<file path="src/cpwm_pkg.sv">
// Shared constants and codes for the center-aligned PWM scheduler.
`timescale 1ns / 1ps

package cpwm_pkg;

	// Default build parameters.
	localparam int CHANNELS_DEFAULT      = 8;
	localparam int ACT_FRAC_BITS_DEFAULT = 16;

	// Field widths of one input beat and one result beat.
	localparam int CHANNEL_W    = 3;
	localparam int ACTIVATION_W = 18;
	localparam int TIME_W       = 32;
	localparam int TICKS_W      = 16;
	localparam int COMMANDS_W   = 8;
	localparam int WINDOW_W     = 34;
	localparam int S_TDATA_W    = 56;

	// Register file: index width and register indexes.
	localparam int CFG_INDEX_W = 1;
	localparam logic [CFG_INDEX_W-1:0] REG_PERIOD_TICKS    = 1'b0;
	localparam logic [CFG_INDEX_W-1:0] REG_MIN_PULSE_TICKS = 1'b1;

	// Register reset values.
	localparam logic [TICKS_W-1:0] PERIOD_TICKS_RESET    = 16'd1000;
	localparam logic [TICKS_W-1:0] MIN_PULSE_TICKS_RESET = 16'd0;

	// Item kinds carried on tuser.
	typedef enum logic {
		MODE_LOAD  = 1'b0,
		MODE_QUERY = 1'b1
	} mode_t;

endpackage

</file>
<file path="src/centered_pwm_scheduler_deadband_top.sv">
// Top level of the center-aligned PWM scheduler with minimum-pulse deadband.
`timescale 1ns / 1ps

// Usage:
// Input beats arrive on the s_ stream. tuser selects the kind: a load beat sets
// one channel's window from a signed activation (full on = 1 << ACT_FRAC_BITS)
// and a frame start time; a query beat carries a tick time and returns one
// result beat on the m_ stream holding the on/off mask of the first eight
// channels. Load beats give no result.
// A query result is presented on the m_ stream from the result register: the
// beat is captured in the input register, and the result register loads from it
// once the result slot is free. Throughput is one beat per cycle while the
// receiver does not stall; the single input register stage with the multiplier
// and window adders sets this figure. A query right after a load sees that load.
// Configuration (period and minimum pulse) is written through cfg_we, cfg_index and
// cfg_wdata while the block is idle; the user must ensure this, the block does not enforce it.
// Reset clears all channel active flags, loads the register reset values and
// empties both the input and the result register.
// When the receiver stalls, the result is held in the result register and
// the input side keeps taking load beats and one further query beat before
// s_tready drops.
module centered_pwm_scheduler_deadband_top #(
	parameter int CHANNELS      = cpwm_pkg::CHANNELS_DEFAULT,
	parameter int ACT_FRAC_BITS = cpwm_pkg::ACT_FRAC_BITS_DEFAULT
) (
	input  logic                              clk,
	input  logic                              arst_n,
	// Configuration write port.
	input  logic                              cfg_we,
	input  logic [cpwm_pkg::CFG_INDEX_W-1:0]  cfg_index,
	input  logic [cpwm_pkg::TICKS_W-1:0]      cfg_wdata,
	// Input stream.
	input  logic                              s_tvalid,
	output logic                              s_tready,
	// tdata from bit 0: channel[2:0], activation[20:3], time_ticks[52:21], zero pad.
	input  logic [cpwm_pkg::S_TDATA_W-1:0]    s_tdata,
	// tuser: mode[0].
	input  logic [0:0]                        s_tuser,
	// Result stream.
	output logic                              m_tvalid,
	input  logic                              m_tready,
	// tdata from bit 0: commands[7:0].
	output logic [cpwm_pkg::COMMANDS_W-1:0]   m_tdata
);

	import cpwm_pkg::*;

	// Clamp operand width: wide enough for the full-scale value and the
	// largest positive activation.
	localparam int CW = (ACT_FRAC_BITS + 1 > ACTIVATION_W - 1) ?
		ACT_FRAC_BITS + 1 : ACTIVATION_W - 1;
	localparam logic [CW-1:0] FULL_SCALE = CW'(1) << ACT_FRAC_BITS;
	// Product width so that the on-time part-select always stays in range.
	localparam int PW = ACT_FRAC_BITS + TICKS_W + 1;
	localparam int OUT_CH = (CHANNELS < COMMANDS_W) ? CHANNELS : COMMANDS_W;

	// Configuration registers.
	logic [TICKS_W-1:0] period_ticks_q;
	logic [TICKS_W-1:0] min_pulse_ticks_q;

	// Input register stage.
	logic                     valid_s1;
	mode_t                    mode_s1;
	logic [CHANNEL_W-1:0]     channel_s1;
	logic [ACTIVATION_W-1:0]  activation_s1;
	logic [TIME_W-1:0]        time_ticks_s1;

	// Channel window state.
	logic [WINDOW_W-1:0] window_start_twice_q [CHANNELS];
	logic [WINDOW_W-1:0] window_end_twice_q   [CHANNELS];
	logic [CHANNELS-1:0] channel_active_q;

	// Result register.
	logic                  out_valid_q;
	logic [COMMANDS_W-1:0] commands_q;

	logic                  advance_s1;
	logic                  in_accept;
	logic [CW-1:0]         act_mag;
	logic [ACTIVATION_W-2:0] act_clamp;
	logic [PW-1:0]         product;
	logic [TICKS_W-1:0]    on_raw;
	logic                  on_zero;
	logic [WINDOW_W-1:0]   base_twice;
	logic [WINDOW_W-1:0]   new_start;
	logic [WINDOW_W-1:0]   new_end;
	logic [WINDOW_W-1:0]   query_twice;
	logic [CHANNELS-1:0]   hit;
	logic [COMMANDS_W-1:0] commands_d;

	// Handshake: a load always leaves stage 1; a query needs a free result slot.
	assign advance_s1 = valid_s1 &&
		(mode_s1 == MODE_LOAD || !out_valid_q || m_tready);
	assign s_tready   = !valid_s1 || advance_s1;
	assign in_accept  = s_tvalid && s_tready;
	assign m_tvalid   = out_valid_q;
	assign m_tdata    = commands_q;

	// Configuration register writes.
	always_ff @(posedge clk or negedge arst_n) begin
		if (!arst_n) begin
			period_ticks_q    <= PERIOD_TICKS_RESET;
			min_pulse_ticks_q <= MIN_PULSE_TICKS_RESET;
		end else if (cfg_we) begin
			unique case (cfg_index)
				REG_PERIOD_TICKS:    period_ticks_q    <= cfg_wdata;
				REG_MIN_PULSE_TICKS: min_pulse_ticks_q <= cfg_wdata;
				default: ;
			endcase
		end
	end

	// Input stage valid flag.
	always_ff @(posedge clk or negedge arst_n) begin
		if (!arst_n) begin
			valid_s1 <= 1'b0;
		end else if (s_tready) begin
			valid_s1 <= s_tvalid;
		end
	end

	// Input stage payload.
	always_ff @(posedge clk) begin
		if (in_accept) begin
			mode_s1       <= mode_t'(s_tuser[0]);
			channel_s1    <= s_tdata[CHANNEL_W-1:0];
			activation_s1 <= s_tdata[CHANNEL_W +: ACTIVATION_W];
			time_ticks_s1 <= s_tdata[CHANNEL_W + ACTIVATION_W +: TIME_W];
		end
	end

	// Clamp the activation to 0..full scale.
	always_comb begin
		act_mag = CW'(activation_s1[ACTIVATION_W-2:0]);
		if (activation_s1[ACTIVATION_W-1]) begin
			act_clamp = '0;
		end else if (act_mag > FULL_SCALE) begin
			act_clamp = FULL_SCALE[ACTIVATION_W-2:0];
		end else begin
			act_clamp = activation_s1[ACTIVATION_W-2:0];
		end
	end

	// On-time in whole ticks, then the strict minimum-pulse deadband.
	assign product = PW'(act_clamp) * PW'(period_ticks_q);
	assign on_raw  = product[ACT_FRAC_BITS +: TICKS_W];
	assign on_zero = (on_raw == '0) || (on_raw < min_pulse_ticks_q);

	// Window edges at twice their tick value, centered in the frame.
	assign base_twice = WINDOW_W'({time_ticks_s1, 1'b0}) + WINDOW_W'(period_ticks_q);
	assign new_start  = base_twice - WINDOW_W'(on_raw);
	assign new_end    = base_twice + WINDOW_W'(on_raw);

	// Per-channel window storage and window compare.
	assign query_twice = WINDOW_W'({time_ticks_s1, 1'b0});

	for (genvar i = 0; i < CHANNELS; i++) begin : g_channel
		logic load_hit;

		assign load_hit = advance_s1 && mode_s1 == MODE_LOAD &&
			int'(channel_s1) == i;

		always_ff @(posedge clk or negedge arst_n) begin
			if (!arst_n) begin
				channel_active_q[i] <= 1'b0;
			end else if (load_hit) begin
				channel_active_q[i] <= !on_zero;
			end
		end

		always_ff @(posedge clk) begin
			if (load_hit && !on_zero) begin
				window_start_twice_q[i] <= new_start;
				window_end_twice_q[i]   <= new_end;
			end
		end

		assign hit[i] = channel_active_q[i] &&
			query_twice >= window_start_twice_q[i] &&
			query_twice <  window_end_twice_q[i];
	end

	// Map the first channels onto the command mask.
	for (genvar b = 0; b < COMMANDS_W; b++) begin : g_cmd
		if (b < OUT_CH) begin : g_used
			assign commands_d[b] = hit[b];
		end else begin : g_unused
			assign commands_d[b] = 1'b0;
		end
	end

	// Result register valid flag.
	always_ff @(posedge clk or negedge arst_n) begin
		if (!arst_n) begin
			out_valid_q <= 1'b0;
		end else if (advance_s1 && mode_s1 == MODE_QUERY) begin
			out_valid_q <= 1'b1;
		end else if (m_tready) begin
			out_valid_q <= 1'b0;
		end
	end

	// Result register payload.
	always_ff @(posedge clk) begin
		if (advance_s1 && mode_s1 == MODE_QUERY) begin
			commands_q <= commands_d;
		end
	end

endmodule

</file>
<file path="config.mk">
export PLATFORM = sky130hd
export DESIGN_NAME = centered_pwm_scheduler_deadband_top
export DESIGN_NICKNAME = d
export VERILOG_FILES = /design/src/cpwm_pkg.sv /design/src/centered_pwm_scheduler_deadband_top.sv
export SDC_FILE = /design/constraint.sdc
export NUM_CORES = 2
export LEC_CHECK = 0
export BUFFER_PORTS_ARGS = -buffer_cell sky130_fd_sc_hd__buf_2
export CAP_MARGIN = 25
export CORE_AREA = 2 2 291 293
export DETAILED_ROUTE_END_ITERATION = 10
export DIE_AREA = 0 0 293 295
export PLACE_DENSITY = 0.67
export SYNTH_ARGS = -nofsm -noshare
export SYNTH_HDL_FRONTEND = slang
export SYNTH_SLANG_ARGS = --single-unit
</file>
<file path="constraint.sdc">
create_clock -name clk -period 18.9 [get_ports clk]
set_input_delay 0 -clock clk [delete_from_list [all_inputs] [get_ports clk]]
set_output_delay 0 -clock clk [all_outputs]
set_load 0.01 [all_outputs]
</file>
==> metrics.yaml <==
clock_tree:
  cts_tree: "yes"
  htree_num_levels: 3
  worst_skew_pair.late_latency_ns: 0.65
  cts-buffers-inserted: 73
  postCtsSetupRepairBufs: 0
  cts_root_buffer: "clkbuf_16"
  clk_pin_slew_ns: 0.06
  buffer_levels_on_the_longest_clock_path: 3
  clkSinkCount: 640
sta:
  total_count_of_max_transition_violations_in_the_final_report: 0
  max_slew.worst_pin.slew_ns: 1.176
  final.setup.tns_ns: 0
  setup_viol_count_final: 0
  whs_ns: 0.02974
  fin_crit_ns: 12.92
  rsz0062_at_grt: "no"
  min_period_over_period_pct: 68.38
  max_clock_freq_mhz: 77.38
  slew_headroom_pct: 21.06
  skew_ns: 0.03983
  hold_violations: 0
final_layout:
  design.final.nets: 5344
  post_layout_nonfiller_instances: 5524
  area_occupied_by_multi_input_gates_sq_mm: 0.02314
  drive_above_1_share_pct: 8.035
  ff_latch_area_sq_mm: 0.01902
  area_growth_pct: 12.28
  fillers: 6668
outcome:
  outcome: "finished, final reports clean"
synthesis:
  synth_fa_ha_area_share_pct: 27.71
  synth_seq_cells: 640
  synth_top_cells_by_area: "edfxtp_1 (40%), ha_1 (19%), fa_1 (9.2%), inv_1 (6.7%), a21o_1 (2.4%)"
  syn_inst: 4135
  synth.distinct_cells: 82
  muxShareOfSynthArea_pct: 0.8150
  synthesis.nets: 5095
  synth-async-reset-ratio_pct: 6.563
  post-synth-top-count-cell: "inv_1"
  synthTopCellsByCount: "inv_1 (812), ha_1 (672), edfxtp_1 (598), nand2_1 (255), fa_1 (209)"
  netlist_area_sq_mm: 0.04544
  yosys_warnings: 0
  post_synth_and_or_nand_nor_area_fraction_pct: 10.39
  cell_type_contributing_the_most_total_cell_area_after_synthesis: "edfxtp_1"
  ys_seq_area_share_pct: 41.84
  largest_family_of_logic_cells_by_synthesized_area: "adder cells"
  synth_top_flop_cell: "edfxtp_1"
  synthDominantCellAreaShare_pct: 39.51
  syn_avg_cell_area_sq_um: 10.99
  synth_edf_count: 598
  synth_compound_gate_area_share_pct: 9.936
  synthXorXnorAreaFrac_pct: 1.889
worst_hold_path:
  holdCritPathClass: "in -> reg"
pwr:
  switching_share_pct: 39.49
  seq_power_share_pct: 35.0
  power_leakage_uw: 0.02379
  power_per_cell_area_mw_per_mm2: 123.7
  cell_internal_pwr_uw: 3818
  ir_drop_v: 0.0001636
  clock_power_share_pct: 23.6
  power_frac_comb_pct: 41.5
  power_switching_uw: 2492
critical_path:
  timing.critical_path.fanout_max: 75
  r2r-end: "window_start_twice_q[0][124]$_DFFE_PP_"
  crit_path_end_kind: "flop"
  critical_path.startpoint_type: "flop"
  setup.worst_path.start: "activation_s1[3]$_DFFE_PP_"
  worst-r2r-setup-slack_ns: 5.98
  crit-reg2reg-launch: "activation_s1[3]$_DFFE_PP_"
  critPathKind: "reg -> reg"
  crit_slowest_cell: "a2111oi_0"
  worst_path_most_repeated_cell: "fa_1"
  critPathArrivalTime_ns: 13.22
  timing.critical_path.to: "window_start_twice_q[0][124]$_DFFE_PP_"
  critical_path.max_stage_delay_ns: 0.86
  rr_worst_depth: 33
  crit_required_ns: 19.20
drt:
  firstDrtPassIters: 6
  detail_route.drc_violations: 0
  detailedRoute.firstIterationViolations: 2860
  avgViaCountPerCell: 5.744
  wire_length_per_cell_um: 21.48
  routed-via-count: 31731
  drt_wl_total_mm: 118.6
  detail-route-antenna-nets: 0
global_routing:
  globalRouteTotalUtil_pct: 28.14
  first_pass_grt_wire_length_mm: 183.6
  grt_max_degree: 76
  first_global_vias: 31971
  initial_antenna_violation_count: 11
  overflow: 0
placement:
  place_congestion: 0.9044
  detailedPlacementHpwl_mm: 85.00
  place_inst: 5297
  io_buffer_count: 85
floorplanning:
  die_height_um: 295
  initial_utilization_pct: 54.65
  floorplan.die_area_sq_mm: 0.08644
  num_rows: 106
  placeableCoreArea_sq_mm: 0.08316
  io_pins: 89
  die_outline_width_um: 293
run:
  drv.max_cap_violation_count: 0
-- logic make-up (layout without fill, tap and decap cells) --
family                   count (synthesis)  count (layout)
AO/OA/AOI/OAI                          683             683
XOR/XNOR                                98              98
flip-flops                             640             640
buffers and inverters                  892            1200
adder cells (fa/ha/maj)                881             881
other                                    0               1
multiplexers                            33              33
AND/OR/NAND/NOR                        908             908
-- worst max-delay path, delay by kind of cell, from the launching register on --
kind / cells / cell delay (ns)
adders and majority gates: 8 / 4.02
AOI/OAI and AO/OA: 10 / 3.62
and+or+nand+nor: 8 / 2.29
xor gates and xnor gates: 2 / 1.00
buffers and inverters: 5 / 0.89
DFF: 1 / 0.67
-- cells in the final DEF (no fill, tap or decap), types with 99 or more instances in the layout --
cell | netlist | layout
fa_1 | 209 | 209
edfxtp_1 | 598 | 598
and3_1 | 110 | 110
inv_1 | 812 | 812
ha_1 | 672 | 672
a21o_1 | 147 | 147
nand2_1 | 255 | 255
nand4_1 | 99 | 99
nor2_1 | 126 | 118
a21oi_1 | 190 | 189
o21ai_0 | 116 | 116
-- sequential cells by signal, summed over array words and instances, names as in the netlist --
| register | flops |
|---|---|
| window_end_twice_q | 271 |
| window_start_twice_q | 265 |
| time_ticks_s1 | 32 |
| activation_s1 | 18 |
| min_pulse_ticks_q | 16 |
| period_ticks_q | 16 |
| channel_active_q | 8 |
| m_tdata | 8 |
| channel_s1 | 3 |
| m_tvalid | 1 |
| mode_s1 | 1 |
| valid_s1 | 1 |
-- power groups by stage --
stage / registers, uW / logic (uW) / clock network, uW
2_1_floorplan: 2200 / 1520 / 0
3_3_place_gp: 2240 / 2480 / 0
3_5_place_dp: 2240 / 2550 / 0
4_1_cts: 2210 / 2580 / 1500
5_1_grt: 2210 / 2860 / 1560
6_report: 2210 / 2620 / 1490
-- metrics by stage --
step                power, uW  util, %  worst slack (ns)  instance area, sq um
detailed placement       4789    57.20             6.289                 47570
floorplan                3720        -             7.345                 45440
CTS                      6291    61.17             6.207                 50870
finish                   6310    61.36             5.977                 51030
global route             6629    61.36             5.299                 51020
global placement         4719    57.08             6.467                 47470
-- metal layers --
metal | vias to the layer above | track usage [%] | wire (um) | share of wire [%]
li1 | 14907 | - | - | -
met1 | 15625 | 38.94 | 51470 | 43
met2 | 1026 | 47.08 | 55720 | 47
met3 | 171 | 3.556 | 8745 | 7.4
met4 | 2 | 7.392 | 2689 | 2.3
met5 | - | 0 | 13 | 0.011
-- worst min-delay path by stage --
| stage | to | depth (start not counted) | start |
|---|---|---|---|
| 3_3_place_gp | time_ticks_s1[17]$_DFFE_PP_ | 1 | s_tdata[38] |
| 3_5_place_dp | valid_s1$_DFFE_PN0N_ | 1 | arst_n |
| 4_1_cts | period_ticks_q[10]$_DFFE_PN0P_ | 4 | cfg_we |
| 2_1_floorplan | channel_active_q[0]$_DFFE_PN0P_ | 0 | arst_n |
| 6_report | period_ticks_q[10]$_DFFE_PN0P_ | 4 | cfg_we |
| 5_1_grt | activation_s1[14]$_DFFE_PP_ | 2 | s_tdata[17] |
-- what timing repair did --
action / CTS / global route
hold endpoints to repair: 130 / 0
gates resized for setup: 0 / 0
hold buffers: 80 / 0
-- layout make-up --
| cell class | instances | area share, % |
|---|---|---|
| multi-input combinational | 2603 | 45.35 |
| tap | 1080 | 2.648 |
| antenna | 1 | 0.004904 |
| sequential | 640 | 37.27 |
| timing repair buffer | 254 | 3.857 |
| clock buffer | 88 | 3.896 |
| clock inverter | 46 | 1.008 |
| inverter | 812 | 5.973 |
No activity file was read; power rests on OpenSTA's default activity.
